--- src/rtl/bps_pkg.sv ---
// Shared types, operation codes and the default pattern table of the beep pattern sequencer.
package bps_pkg;

    // Operation codes carried on the input tuser.
    localparam logic [2:0] MODE_TICK       = 3'd0;
    localparam logic [2:0] MODE_ACTIVATE   = 3'd1;
    localparam logic [2:0] MODE_DEACTIVATE = 3'd2;
    localparam logic [2:0] MODE_DEACT_ALL  = 3'd3;
    localparam logic [2:0] MODE_LOAD       = 3'd4;

    // Configuration register indexes.
    localparam logic [1:0] CFG_CONTINUOUS = 2'd0;
    localparam logic [1:0] CFG_PAUSE      = 2'd1;

    // Tone generator register values.
    localparam logic [4:0] LOW_DIVIDER    = 5'd20;
    localparam logic [4:0] HIGH_DIVIDER   = 5'd4;
    localparam logic [8:0] LOW_GRADE      = 9'h09;
    localparam logic [8:0] HIGH_COUNT     = 9'h63;
    localparam logic [7:0] PAUSE_RESET    = 8'd6;

    // One stored pattern; the packed layout matches the 27-bit store word.
    typedef struct packed {
        logic       tone;
        logic [4:0] off_second;
        logic [4:0] on_second;
        logic [4:0] off_first;
        logic [4:0] on_first;
        logic [2:0] steps;
        logic [2:0] repeats;
    } pattern_t;

    // Per-slot progress kept in the slot state memory.
    typedef struct packed {
        logic [3:0] repeat_count;
        logic [2:0] step;
    } slot_state_t;

    // Register writes and start pulse produced by one item.
    typedef struct packed {
        logic       write_frequency;
        logic [4:0] frequency_divider;
        logic       write_shape;
        logic [8:0] decrement_grade;
        logic [8:0] tone_count;
        logic       start_tone;
    } result_t;

    // Sequencer states, one-hot.
    typedef enum logic [3:0] {
        ST_IDLE     = 4'b0001,
        ST_DISPATCH = 4'b0010,
        ST_EXEC     = 4'b0100,
        ST_FINISH   = 4'b1000
    } fsm_t;

    localparam slot_state_t SLOT_STATE_RESET = '{repeat_count: 4'd1, step: 3'd1};

    // Built-in patterns; slots from eight upward hold all zero.
    function automatic pattern_t default_pattern(input logic [3:0] slot);
        pattern_t p;
        p = '0;
        case (slot)
            4'd0: p = '{1'b0, 5'd0, 5'd0, 5'd2, 5'd2, 3'd2, 3'd5};
            4'd1: p = '{1'b1, 5'd0, 5'd0, 5'd0, 5'd20, 3'd1, 3'd1};
            4'd2: p = '{1'b1, 5'd0, 5'd0, 5'd0, 5'd20, 3'd1, 3'd1};
            4'd3: p = '{1'b0, 5'd1, 5'd1, 5'd1, 5'd2, 3'd4, 3'd4};
            4'd4: p = '{1'b1, 5'd0, 5'd0, 5'd2, 5'd2, 3'd2, 3'd5};
            4'd5: p = '{1'b1, 5'd1, 5'd1, 5'd1, 5'd2, 3'd4, 3'd1};
            4'd6: p = '{1'b1, 5'd1, 5'd1, 5'd1, 5'd2, 3'd4, 3'd4};
            4'd7: p = '{1'b1, 5'd1, 5'd1, 5'd1, 5'd2, 3'd4, 3'd6};
            default: p = '0;
        endcase
        return p;
    endfunction

endpackage

--- src/rtl/bps_ram.sv ---
// Generic single-port-write, single-port-read RAM with registered read data.
module bps_ram #(
    parameter int WIDTH = 8,
    parameter int DEPTH = 8
) (
    input  logic                                   clk,
    input  logic                                   we,
    input  logic [(DEPTH > 1 ? $clog2(DEPTH) : 1)-1:0] waddr,
    input  logic [WIDTH-1:0]                       wdata,
    input  logic [(DEPTH > 1 ? $clog2(DEPTH) : 1)-1:0] raddr,
    output logic [WIDTH-1:0]                       rdata
);

    logic [WIDTH-1:0] mem [DEPTH];

    // Write port.
    always_ff @(posedge clk)
    begin
        if (we)
        begin
            mem[waddr] <= wdata;
        end
    end

    // Registered read port.
    always_ff @(posedge clk)
    begin
        rdata <= mem[raddr];
    end

endmodule

--- src/rtl/beep_pattern_sequencer.sv ---
// Top level of the beep pattern sequencer: command decode, slot scan and pattern stepping.
//
//  Channel  Signals                              Direction  Content
//  s        s_tvalid s_tready s_tdata s_tuser    in         one operation per item
//  m        m_tvalid m_tready m_tdata            out        one result item per input item
//  cfg      cfg_valid cfg_ready cfg_index cfg_data in       register writes, always ready
//
// A tick that finds an active sound passes through these steps: the accepting idle state,
// decode and slot scan with both memory reads issued, the update and write back on the
// read data, then the hand-off to the result register. Every other item skips the
// update step. Reset clears all activity flags and memory valid bits at once, so the
// block is ready right after reset. A stalled result holds the next item in its final
// step; the input side takes no new item until that result has moved to the output.
module beep_pattern_sequencer #(
    parameter int NUM_SOUNDS = 8
) (
    input  logic        clk,
    input  logic        rst_n,
    // Input items
    input  logic        s_tvalid,
    output logic        s_tready,
    // [2:0] sound_index, [3] generator_busy, [6:4] pattern_repeats, [9:7] pattern_steps,
    // [14:10] on_time_first, [19:15] off_time_first, [24:20] on_time_second,
    // [29:25] off_time_second, [30] pattern_tone, [31] zero
    input  logic [31:0] s_tdata,
    input  logic [2:0]  s_tuser,   // [2:0] mode
    // Result items
    output logic        m_tvalid,
    input  logic        m_tready,
    // [0] write_frequency, [5:1] frequency_divider, [6] write_shape,
    // [15:7] decrement_grade, [24:16] tone_count, [25] start_tone,
    // [28:26] playing_sound, [31:29] zero
    output logic [31:0] m_tdata,
    // Configuration writes
    input  logic        cfg_valid,
    output logic        cfg_ready,
    input  logic [1:0]  cfg_index,
    input  logic [7:0]  cfg_data
);
    import bps_pkg::*;

    localparam int SLOT_W = (NUM_SOUNDS > 1) ? $clog2(NUM_SOUNDS) : 1;

    // Configuration registers.
    logic [2:0] continuous_reg;
    logic [7:0] pause_ticks_reg;

    // Control state.
    fsm_t                  state_reg, state_next;
    logic [NUM_SOUNDS-1:0] active_reg, active_next;
    logic [NUM_SOUNDS-1:0] latched_reg, latched_next;
    logic [NUM_SOUNDS-1:0] pat_valid_reg, pat_valid_next;
    logic [NUM_SOUNDS-1:0] st_valid_reg, st_valid_next;
    logic [7:0]            pause_reg, pause_next;
    logic [SLOT_W-1:0]     cur_reg, cur_next;
    logic [5:0]            countdown_reg, countdown_next;
    logic                  m_tvalid_reg, m_tvalid_next;

    // Item and result payload.
    logic [2:0]  mode_reg;
    logic [2:0]  idx_reg;
    logic        busy_reg;
    pattern_t    ld_pat_reg;
    result_t     res_reg, res_next;
    logic [31:0] m_tdata_reg, m_tdata_next;

    // Memory ports.
    logic              pram_we;
    pattern_t          pram_rdata;
    logic              sram_we;
    slot_state_t       sram_wdata;
    slot_state_t       sram_rdata;
    logic [SLOT_W-1:0] scan_slot;
    logic              scan_found;

    // Derived item values.
    logic              idx_ok;
    logic [SLOT_W-1:0] idx_slot;
    pattern_t          cur_pat;
    slot_state_t       cur_st;
    logic              expired;
    logic [5:0]        countdown_dec;
    logic [SLOT_W:0]   slot_inc;

    assign s_tready  = (state_reg == ST_IDLE);
    assign cfg_ready = 1'b1;
    assign m_tvalid  = m_tvalid_reg;
    assign m_tdata   = m_tdata_reg;

    // Register values for one tone step.
    function automatic result_t emit_tone(input logic [4:0] t, input logic tone,
                                          input logic with_freq, input logic busy);
        result_t r;
        logic [8:0] t9;
        t9 = {4'b0, t};
        r = '0;
        if (tone)
        begin
            r.frequency_divider = HIGH_DIVIDER;
            r.decrement_grade   = (t != 5'd0) ? ((t9 << 3) + (t9 << 1) - 9'd1) : 9'd0;
            r.tone_count        = HIGH_COUNT;
        end
        else
        begin
            r.frequency_divider = LOW_DIVIDER;
            r.decrement_grade   = LOW_GRADE;
            r.tone_count        = (t != 5'd0) ? ((t9 << 4) - 9'd1) : 9'd0;
        end
        r.write_frequency = with_freq;
        if (!with_freq)
        begin
            r.frequency_divider = '0;
        end
        r.write_shape = 1'b1;
        r.start_tone  = !busy;
        return r;
    endfunction

    // Stored patterns.
    bps_ram #(
        .WIDTH ($bits(pattern_t)),
        .DEPTH (NUM_SOUNDS)
    ) u_pattern_ram (
        .clk   (clk),
        .we    (pram_we),
        .waddr (idx_slot),
        .wdata (ld_pat_reg),
        .raddr (scan_slot),
        .rdata (pram_rdata)
    );

    // Repeat count and step number of each slot.
    bps_ram #(
        .WIDTH ($bits(slot_state_t)),
        .DEPTH (NUM_SOUNDS)
    ) u_state_ram (
        .clk   (clk),
        .we    (sram_we),
        .waddr (cur_reg),
        .wdata (sram_wdata),
        .raddr (scan_slot),
        .rdata (sram_rdata)
    );

    // Lowest active slot at or above the current slot.
    always_comb
    begin
        scan_found = 1'b0;
        scan_slot  = '0;
        for (int i = NUM_SOUNDS - 1; i >= 0; i--)
        begin
            if (active_reg[i] && (SLOT_W'(i) >= cur_reg))
            begin
                scan_found = 1'b1;
                scan_slot  = SLOT_W'(i);
            end
        end
    end

    // Item slot decode and memory read data with reset defaults.
    assign idx_ok   = ({2'b0, idx_reg} < 5'(NUM_SOUNDS));
    assign idx_slot = SLOT_W'(idx_reg);
    assign cur_pat  = pat_valid_reg[cur_reg] ? pram_rdata : default_pattern(4'(cur_reg));
    assign cur_st   = st_valid_reg[cur_reg] ? sram_rdata : SLOT_STATE_RESET;

    // A countdown of zero or one ends the step.
    assign expired       = (countdown_reg <= 6'd1);
    assign countdown_dec = expired ? 6'd0 : (countdown_reg - 6'd1);
    assign slot_inc      = {1'b0, cur_reg} + {{SLOT_W{1'b0}}, 1'b1};

    // Sequencer.
    always_comb
    begin
        state_next     = state_reg;
        active_next    = active_reg;
        latched_next   = latched_reg;
        pat_valid_next = pat_valid_reg;
        st_valid_next  = st_valid_reg;
        pause_next     = pause_reg;
        cur_next       = cur_reg;
        countdown_next = countdown_reg;
        res_next       = res_reg;
        m_tdata_next   = m_tdata_reg;
        m_tvalid_next  = m_tvalid_reg && !m_tready;
        pram_we        = 1'b0;
        sram_we        = 1'b0;
        sram_wdata     = cur_st;

        case (state_reg)
            ST_IDLE:
            begin
                if (s_tvalid)
                begin
                    state_next = ST_DISPATCH;
                end
            end

            // Decode the operation; a tick with an active sound goes on to read memory.
            ST_DISPATCH:
            begin
                res_next   = '0;
                state_next = ST_FINISH;
                case (mode_reg)
                    MODE_TICK:
                    begin
                        if (pause_reg != 8'd0)
                        begin
                            pause_next = pause_reg - 8'd1;
                        end
                        else if (scan_found)
                        begin
                            cur_next   = scan_slot;
                            state_next = ST_EXEC;
                        end
                        else
                        begin
                            cur_next = '0;
                        end
                    end
                    MODE_ACTIVATE:
                    begin
                        if (idx_ok && !latched_reg[idx_slot])
                        begin
                            active_next[idx_slot]  = 1'b1;
                            latched_next[idx_slot] = 1'b1;
                        end
                    end
                    MODE_DEACTIVATE:
                    begin
                        if (idx_ok)
                        begin
                            active_next[idx_slot]   = 1'b0;
                            latched_next[idx_slot]  = 1'b0;
                            st_valid_next[idx_slot] = 1'b0;
                        end
                    end
                    MODE_DEACT_ALL:
                    begin
                        active_next          = '0;
                        latched_next         = '0;
                        st_valid_next        = '0;
                        res_next.write_shape = 1'b1;
                    end
                    MODE_LOAD:
                    begin
                        if (idx_ok)
                        begin
                            pram_we                  = 1'b1;
                            pat_valid_next[idx_slot] = 1'b1;
                        end
                    end
                    default:
                    begin
                    end
                endcase
            end

            // Step the pattern of the current slot and write its state back.
            ST_EXEC:
            begin
                state_next    = ST_FINISH;
                sram_we       = 1'b1;
                st_valid_next[cur_reg] = 1'b1;
                if (cur_st.repeat_count <= {1'b0, cur_pat.repeats})
                begin
                    case (cur_st.step)
                        3'd1:
                        begin
                            res_next = emit_tone(cur_pat.on_first, cur_pat.tone, 1'b1, busy_reg);
                            sram_wdata.step = 3'd2;
                            countdown_next  = {1'b0, cur_pat.on_first}
                                            + {1'b0, cur_pat.off_first};
                        end
                        3'd2:
                        begin
                            countdown_next = countdown_dec;
                            if (expired)
                            begin
                                if (cur_pat.steps == 3'd1 || cur_pat.steps == 3'd2)
                                begin
                                    sram_wdata.step         = 3'd1;
                                    sram_wdata.repeat_count = cur_st.repeat_count + 4'd1;
                                end
                                else
                                begin
                                    sram_wdata.step = 3'd3;
                                end
                            end
                        end
                        3'd3:
                        begin
                            res_next = emit_tone(cur_pat.on_second, cur_pat.tone, 1'b0,
                                                 busy_reg);
                            sram_wdata.step = 3'd4;
                            countdown_next  = {1'b0, cur_pat.on_second}
                                            + {1'b0, cur_pat.off_second};
                        end
                        3'd4:
                        begin
                            countdown_next = countdown_dec;
                            if (expired)
                            begin
                                sram_wdata.step = 3'd1;
                                if ({1'b0, continuous_reg} == 4'(cur_reg))
                                begin
                                    sram_wdata.repeat_count = 4'd1;
                                end
                                else
                                begin
                                    sram_wdata.repeat_count = cur_st.repeat_count + 4'd1;
                                end
                            end
                        end
                        default:
                        begin
                        end
                    endcase
                end
                else
                begin
                    // Repeats done: retire the sound and start the pause.
                    sram_wdata.repeat_count = 4'd1;
                    active_next[cur_reg]    = 1'b0;
                    pause_next              = pause_ticks_reg;
                    if (slot_inc >= (SLOT_W + 1)'(NUM_SOUNDS))
                    begin
                        cur_next = '0;
                    end
                    else
                    begin
                        cur_next = slot_inc[SLOT_W-1:0];
                    end
                end
            end

            // Hand the result to the output register once it is free.
            ST_FINISH:
            begin
                if (!m_tvalid_reg || m_tready)
                begin
                    m_tdata_next  = {3'b0, 3'(cur_reg), res_reg.start_tone, res_reg.tone_count,
                                     res_reg.decrement_grade, res_reg.write_shape,
                                     res_reg.frequency_divider, res_reg.write_frequency};
                    m_tvalid_next = 1'b1;
                    state_next    = ST_IDLE;
                end
            end

            default:
            begin
                state_next = ST_IDLE;
            end
        endcase
    end

    // Control registers.
    always_ff @(posedge clk or negedge rst_n)
    begin
        if (!rst_n)
        begin
            state_reg     <= ST_IDLE;
            active_reg    <= '0;
            latched_reg   <= '0;
            pat_valid_reg <= '0;
            st_valid_reg  <= '0;
            pause_reg     <= '0;
            cur_reg       <= '0;
            countdown_reg <= '0;
            m_tvalid_reg  <= 1'b0;
        end
        else
        begin
            state_reg     <= state_next;
            active_reg    <= active_next;
            latched_reg   <= latched_next;
            pat_valid_reg <= pat_valid_next;
            st_valid_reg  <= st_valid_next;
            pause_reg     <= pause_next;
            cur_reg       <= cur_next;
            countdown_reg <= countdown_next;
            m_tvalid_reg  <= m_tvalid_next;
        end
    end

    // Configuration registers.
    always_ff @(posedge clk or negedge rst_n)
    begin
        if (!rst_n)
        begin
            continuous_reg  <= '0;
            pause_ticks_reg <= PAUSE_RESET;
        end
        else if (cfg_valid)
        begin
            case (cfg_index)
                CFG_CONTINUOUS: continuous_reg  <= cfg_data[2:0];
                CFG_PAUSE:      pause_ticks_reg <= cfg_data;
                default:
                begin
                end
            endcase
        end
    end

    // Item capture and result payload.
    always_ff @(posedge clk)
    begin
        if (s_tvalid && s_tready)
        begin
            mode_reg   <= s_tuser;
            idx_reg    <= s_tdata[2:0];
            busy_reg   <= s_tdata[3];
            ld_pat_reg <= '{tone:       s_tdata[30],
                            off_second: s_tdata[29:25],
                            on_second:  s_tdata[24:20],
                            off_first:  s_tdata[19:15],
                            on_first:   s_tdata[14:10],
                            steps:      s_tdata[9:7],
                            repeats:    s_tdata[6:4]};
        end
        res_reg     <= res_next;
        m_tdata_reg <= m_tdata_next;
    end

endmodule

--- config.mk ---
export PLATFORM = sky130hd
export DESIGN_NAME = beep_pattern_sequencer
export DESIGN_NICKNAME = d
export VERILOG_FILES = /design/src/rtl/bps_pkg.sv /design/src/rtl/bps_ram.sv /design/src/rtl/beep_pattern_sequencer.sv
export SDC_FILE = /design/constraint.sdc
export NUM_CORES = 1
export LEC_CHECK = 0
export BUFFER_PORTS_ARGS = -buffer_cell sky130_fd_sc_hd__clkbuf_2
export CAP_MARGIN = 20
export CORE_ASPECT_RATIO = 1.25
export CORE_UTILIZATION = 55
export CTS_BUF_LIST = sky130_fd_sc_hd__clkbuf_16
export CTS_CLUSTER_SIZE = 30
export DETAILED_ROUTE_END_ITERATION = 16
export PLACE_DENSITY = 0.84
export SLEW_MARGIN = 20
export SYNTH_ARGS = -nofsm -noshare
export SYNTH_HDL_FRONTEND = slang
export SYNTH_SLANG_ARGS = --single-unit
--- constraint.sdc ---
create_clock -name clk -period 4.9 [get_ports clk]
set_input_delay 0.735 -clock clk [delete_from_list [all_inputs] [get_ports clk]]
set_output_delay 0.735 -clock clk [all_outputs]
set_load 0.02 [all_outputs]
==> results of run 1 <==
worst reg2reg max path: stages, from the launching register on:
cell and delay (ns):
dfrtp_1 0.75, nand2_1 0.15, mux4_2 0.55, nand2_1 0.31, nand2_1 0.15, inv_1 0.12
ha_1 0.25, nor2b_1 0.13, o21ai_0 0.14, a32oi_1 0.17, a211oi_2 0.58, a21oi_1 0.16
nor3_1 0.76
stage by stage:
| step | power [uW] | worst slack [ns] | hold WS, ns |
|---|---|---|---|
| after floorplan | 8480 | 0.0148 | 0.400 |
| after CTS | 12900 | 0.438 | 0.337 |
| final | 12900 | 0.391 | 0.351 |
| after global placement | 9520 | 0.657 | 0.403 |
| after detailed placement | 9630 | 0.432 | 0.405 |
| after global routing | 13500 | 0.142 | 0.334 |
cell usage after synthesis, types with 11 or more instances:
library cell / n / area, sq um
ha_1: 37 / 463
a22oi_1: 13 / 97.6
edfxtp_1: 349 / 10500
nor2_1: 86 / 323
a21o_1: 11 / 82.6
nand2_1: 73 / 274
or2_2: 12 / 75.1
inv_1: 38 / 143
clkbuf_1: 29 / 109
o21ai_0: 58 / 290
buf_4: 16 / 120
dfrtp_1: 62 / 1550
xnor2_1: 12 / 105
nor3_1: 18 / 90.1
mux2_2: 49 / 552
buf_2: 12 / 60.1
xor2_1: 14 / 123
dfxtp_1: 34 / 681
nand3_1: 22 / 110
mux4_2: 69 / 1550
nor2b_1: 14 / 87.6
a21oi_1: 47 / 235
nand2b_1: 14 / 87.6
logic make-up (layout without fill, tap and decap cells):
logic type      after synthesis  count (layout)
compound gates              217             217
buf+inv                     100             226
xor+xnor                     26              26
fa+ha+maj                    40              40
simple gates                302             302
other cells                   2               7
mux                         127             127
flops                       448             448
routing by layer:
layer,wire [um],GRT usage,vias to the layer above,share of wire
met1,16200,0.307,5608,0.39
li1,-,-,5022,-
met5,0,0,-,0
met2,21300,0.420,527,0.51
met4,1280,0.0909,0,0.031
met3,2810,0.0371,95,0.068
cell type report:
cell class              count  area share
clock buffers              43      0.0500
repair buffers            108      0.0300
multi-input cells         719       0.278
clock inverters            35      0.0139
flip-flops and latches    448       0.594
well taps                 468      0.0272
inverters                  40     0.00697
how the worst max path moves through the flow:
| stage | from | endpoint | slack [ns] | cells past startpoint |
|---|---|---|---|---|
| 2_1_floorplan | cur_reg[1] | res_reg[0] | 0.01 | 16 |
| 3_3_place_gp | cur_reg[0] | u_state_ram.mem[1][2] | 0.66 | 12 |
| 3_5_place_dp | cur_reg[0] | u_state_ram.mem[0][2] | 0.43 | 12 |
| 4_1_cts | cur_reg[0] | u_state_ram.mem[1][2] | 0.44 | 12 |
| 5_1_grt | cur_reg[0] | u_state_ram.mem[1][2] | 0.14 | 12 |
| 6_report | cur_reg[1] | u_state_ram.mem[1][2] | 0.39 | 12 |
power by group through the flow:
stage | clock network, uW | logic (uW) | registers (uW)
finish | 3230 | 4610 | 5050
global route | 3420 | 5010 | 5090
CTS | 3280 | 4600 | 5040
detailed placement | 0 | 4520 | 5110
global placement | 0 | 4440 | 5080
floorplan | 0 | 3590 | 4890
==> impl_metrics.py, run 1 <==
metrics = {
    "finish": {
        "largest_register_ff_count": 216,
        "instances_no_fill": 1861,
        "regArea_sq_um": 12800,
        "stdcell_area_sq_um": 21500,
        "layout_commonest_cell": "edfxtp_1",
        "drive_above_1_share": 0.242,
        "syn_to_final_growth_pct": 12.4,
        "final_util": 0.625,
        "multiInputGateArea_sq_um": 5980,
        "antenna_cells": 0,
        "fill_cells": 2431,
        "final_cell_mix": "edfxtp_1 (349), nor2_1 (80), clkbuf_2 (75), nand2_1 (73), mux4_2 (69)",
        "reg_top3": "u_pattern_ram.mem x216, u_state_ram.mem x56",
        "final_nets": 1448,
        "regMostFlops": "u_pattern_ram.mem",
    },
    "route": {
        "routed_wl_mm": 41.5,
        "ant_nets": 0,
        "viasPerCell": 6.05,
        "drtIter0Drc": 1026,
        "via_count": 11300,
        "avgRoutedWirePerCell_um": 22.3,
        "dr.pass1.iters": 6,
        "post-route-drc-count": 0,
    },
    "pwr": {
        "power_frac_comb": 0.357,
        "internal-power_uw": 8590,
        "p_leak_uw": 0.00794,
        "pwr-share-clk": 0.251,
        "p_per_area_nw_per_um2": 599,
        "ir_drop_v": 0.000499,
        "netSwitchingPower_uw": 4300,
        "p_seq_frac": 0.392,
        "switching_share": 0.334,
    },
    "floorplanning": {
        "die_area_sq_um": 35600,
        "core_area_sq_um": 34400,
        "ios": 85,
        "dieWidth_um": 169,
        "rows": 76,
        "start_util": 0.556,
        "die-height_um": 211,
    },
    "critical_path": {
        "slowest_delay_ns": 0.76,
        "path_cells": "nand2_1 -> mux4_2 -> nand2_1 -> nand2_1 -> inv_1 -> ha_1 -> nor2b_1 -> o21ai_0 -> a32oi_1 -> a211oi_2 -> a21oi_1 -> nor3_1",
        "r2r_cells": 12,
        "critical_path.top_delay_family": "simple AND/OR/NAND/NOR gates",
        "crit_path_frequent_cell": "nand2_1",
        "crit_arrival_ns": 4.74,
        "worstSetupPathType": "register to register",
        "cpMaxStageDelayCell": "nor3_1",
        "worstPathMaxFanout": 18,
        "start_kind": "register",
        "regToRegEndpoint": "u_state_ram.mem[1][2]",
        "worst_setup_path_end_kind": "register",
        "reg2reg_from": "cur_reg[1]",
        "crit_buf_inv": 1,
        "worstPathRequired_ns": 5.13,
        "ff2ff_setup_slack_ns": 0.39,
    },
    "timing": {
        "final.period_utilization": 0.920,
        "max_clock_freq_mhz": 222,
        "setup_viol": 0,
        "tns_ns": 0,
        "worst_clock_skew_ns": 0.0183,
        "report.final.slew_viol_count": 0,
        "hold_violations": 0,
        "worst_slew_pin_slew_ns": 1.05,
        "grt_setup_unrepaired": "no",
        "fin_crit_ns": 4.51,
        "relSlewSlack": 0.296,
    },
    "grt": {
        "grt.overflow.total": 0,
        "grt_pass1_wl_mm": 64.7,
        "track_usage": 0.242,
        "grt_max_degree": 70,
        "first_global_vias": 11500,
        "antenna_found_initial": 0,
    },
    "synthesis": {
        "syn_area_sq_um": 19200,
        "synthCells": 1262,
        "avgSynthCellArea_sq_um": 15.2,
        "synth_compound_area_frac": 0.0760,
        "synthMuxAreaShare": 0.115,
        "synth_edf_count": 349,
        "ys.flop_type": "edfxtp_1",
        "synthXorXnorAreaFrac": 0.0119,
        "synth_top_family_by_area": "multiplexers",
        "synth_cell_type_count": 89,
        "synth_seq_cells": 448,
        "yosys_warnings": 0,
        "ys_async_sr_fraction": 0.145,
        "synth_simple_gate_area_share": 0.0782,
        "yosysSeqAreaShare": 0.668,
        "synth_fa_ha_area_frac": 0.0268,
    },
    "cts": {
        "clockBufferDepth": 3,
        "clkLatencyLatePin_ns": 0.56,
        "cts-htree-levels": 2,
        "numCtsBuffers": 42,
        "cts_sinks": 448,
        "cts_tree": "done",
        "cts_hold_buf": 0,
        "clk_root_buffer_cell": "clkbuf_16",
        "clk_pin_slew_worst_paths_ns": 0.06,
        "post_cts_resized": 0,
        "post_cts_buffers": 0,
    },
    "min_path": {
        "holdPathEnd": "ld_pat_reg[4]",
        "hold_depth": 1,
        "hp-class": "primary input to register",
        "min-delay-start": "s_tdata[8]",
    },
    "status": {
        "status": "finished, final reports clean",
    },
    "placed_design": {
        "io_buffers": 76,
        "hpwl_mm": 25.3,
        "post_dp_cell_area_sq_um": 20100,
        "placedCellCount": 1783,
        "globalplace.congestion": 0.926,
    },
    "job": {
        "cap_violations": 0,
    },
}
(Power assumes the default switching activity.)
==> run 2, diff against run 1 <==
--- a/config.mk
+++ b/config.mk
@@ -10,9 +10,11 @@
 export CORE_ASPECT_RATIO = 1.25
 export CORE_UTILIZATION = 55
 export CTS_BUF_LIST = sky130_fd_sc_hd__clkbuf_16
+export CTS_CLUSTER_DIAMETER = 50
 export CTS_CLUSTER_SIZE = 30
 export DETAILED_ROUTE_END_ITERATION = 16
 export PLACE_DENSITY = 0.84
+export REMOVE_ABC_BUFFERS = 1
 export SLEW_MARGIN = 20
 export SYNTH_ARGS = -nofsm -noshare
 export SYNTH_HDL_FRONTEND = slang
==> run 2 against run 1 <==
  * Count of clock-buffer cells in the layout down 8
  * Highest routed layer unchanged
  * Sequential cell count stayed put
  * Power shrank 1.7%
  * Sequential share of layout area increased by 0.27 points
  * Clock skew is 0.0053 ns higher
==> impl_metrics.py, run 2 (synthesized netlist as in run 1, its figures left out) <==
metrics = {
    "critical_path": {
        "setup.worst_path.start": "cur_reg[2]",
        "crit_arrival_ns": 4.62,
        "reg2reg_from": "cur_reg[2]",
        "worstPathRequired_ns": 5.12,
        "critical_path.top_delay_family": "compound AO/OA/AOI/OAI gates",
        "start_kind": "register",
        "worst_setup_path_end_kind": "register",
        "path_cells": "mux2i_1 -> o32ai_4 -> nor3_2 -> buf_4 -> mux2i_1 -> ha_1 -> nor2b_1 -> o21ai_0 -> a32oi_1 -> a211oi_2 -> a21oi_1 -> nor3_1",
        "worstSetupPathType": "register to register",
        "path_depth": 12,
        "r2r_cells": 12,
        "cpMaxStageDelayCell": "nor3_1",
        "slowest_delay_ns": 0.69,
        "ff2ff_setup_slack_ns": 0.51,
        "crit_path_frequent_cell": "mux2i_1",
        "crit_buf_inv": 1,
        "worstPathMaxFanout": 11,
    },
    "timing": {
        "hold_violations": 0,
        "max_clock_freq_mhz": 228,
        "tns_ns": 0,
        "relSlewSlack": 0.385,
        "setup_viol": 0,
        "whs_ns": 0.359,
        "worst_clock_skew_ns": 0.0236,
        "report.final.slew_viol_count": 0,
        "fin_crit_ns": 4.39,
        "final.period_utilization": 0.896,
        "fin_ws_ns": 0.508,
        "grt_setup_unrepaired": "no",
        "worst_slew_pin_slew_ns": 0.918,
    },
    "cts": {
        "clk_root_buffer_cell": "clkbuf_16",
        "cts-htree-levels": 2,
        "numCtsBuffers": 34,
        "clk_pin_slew_worst_paths_ns": 0.09,
        "cts_tree": "done",
        "cts_sinks": 448,
        "post_cts_buffers": 0,
        "post_cts_resized": 0,
        "clockBufferDepth": 3,
        "clkLatencyLatePin_ns": 0.55,
        "cts_hold_buf": 0,
    },
    "finish": {
        "layout_commonest_cell": "edfxtp_1",
        "syn_to_final_growth_pct": 11.9,
        "multiInputGateArea_sq_um": 5970,
        "antenna_cells": 0,
        "final_cell_mix": "edfxtp_1 (349), nor2_1 (80), clkbuf_2 (75), nand2_1 (73), mux4_2 (69)",
        "final_nets": 1443,
        "largest_register_ff_count": 216,
        "drive_above_1_share": 0.243,
        "reg_top3": "u_pattern_ram.mem x216, u_state_ram.mem x56",
        "regMostFlops": "u_pattern_ram.mem",
        "fill_cells": 2450,
        "regArea_sq_um": 12800,
    },
    "grt": {
        "antenna_found_initial": 0,
        "grt_pass1_wl_mm": 60.5,
        "grt.overflow.total": 0,
        "first_global_vias": 11000,
        "track_usage": 0.223,
        "grt_max_degree": 66,
    },
    "pwr": {
        "p_leak_uw": 0.00789,
        "internal-power_uw": 8330,
        "switching_share": 0.343,
        "power_frac_comb": 0.363,
        "p_per_area_nw_per_um2": 591,
        "p_seq_frac": 0.396,
        "netSwitchingPower_uw": 4340,
        "pwr-share-clk": 0.241,
        "ir_drop_v": 0.000363,
    },
    "floorplanning": {
        "die-height_um": 211,
        "die_area_sq_um": 35600,
        "ios": 85,
        "core_area_sq_um": 34400,
        "dieWidth_um": 169,
        "start_util": 0.556,
        "rows": 76,
    },
    "placed_design": {
        "hpwl_mm": 24.7,
        "io_buffers": 76,
        "place_ws_ns": 0.626,
        "globalplace.congestion": 0.912,
    },
    "status": {
        "status": "finished, final reports clean",
    },
    "route": {
        "dr.pass1.iters": 7,
        "drtIter0Drc": 957,
        "post-route-drc-count": 0,
        "routed_wl_mm": 38.9,
        "ant_nets": 0,
        "via_count": 11000,
        "avgRoutedWirePerCell_um": 21.1,
        "viasPerCell": 5.95,
    },
    "min_path": {
        "hp-class": "primary input to async pin",
    },
    "job": {
        "cap_violations": 0,
    },
}
==> run 2: worst paths after layout <==
check | endpoint
max | u_state_ram.mem[0][2]
min | m_tvalid
max reg2reg | u_state_ram.mem[0][2]
min reg2reg | m_tdata[22]
max in group asynchronous | pause_ticks_reg[5]
min in group clk | ld_pat_reg[20]
==> run 2: layer usage <==
metal / track usage / wire length (um)
met5: 0 / 0
met4: 0.0821 / 1200
met1: 0.281 / 15500
met3: 0.0300 / 2080
met2: 0.392 / 20100
==> run 2: area by class of cell <==
type | instances | area share
well taps | 468 | 0.0273
repair buffers | 111 | 0.0312
clock inverters | 26 | 0.0182
clock buffers | 35 | 0.0409
multi-input cells | 719 | 0.279
flip-flops and latches | 448 | 0.597
inverters | 40 | 0.00701
==> run 2: per-stage QoR <==
step | instance area (sq um) | total power [uW] | cells | utilization
floorplan | 18900 | 8300 | 1207 | -
global placement | 20200 | 9540 | 1786 | 0.586
detailed placement | 20200 | 9660 | 1786 | 0.586
CTS | 21400 | 12700 | 1847 | 0.623
global route | 21400 | 13300 | 1847 | 0.623
finish | 21400 | 12700 | 1847 | 0.623
==> run 2: power by group through the flow <==
stage	clock network (uW)	registers [uW]	logic (uW)
after global routing	3230	5060	5000
after floorplan	0	4980	3320
after detailed placement	0	5090	4570
after CTS	3100	5010	4640
final	3050	5020	4600
after global placement	0	5060	4480
==> run 2: worst reg2reg max path, cell delays in order, from the launching register on <==
cell      delay (ns)
dfrtp_1         0.57
mux2i_1         0.41
o32ai_4         0.22
nor3_2          0.34
buf_4           0.22
mux2i_1         0.21
ha_1            0.27
nor2b_1         0.14
o21ai_0         0.13
a32oi_1         0.17
a211oi_2        0.55
a21oi_1         0.16
nor3_1          0.69
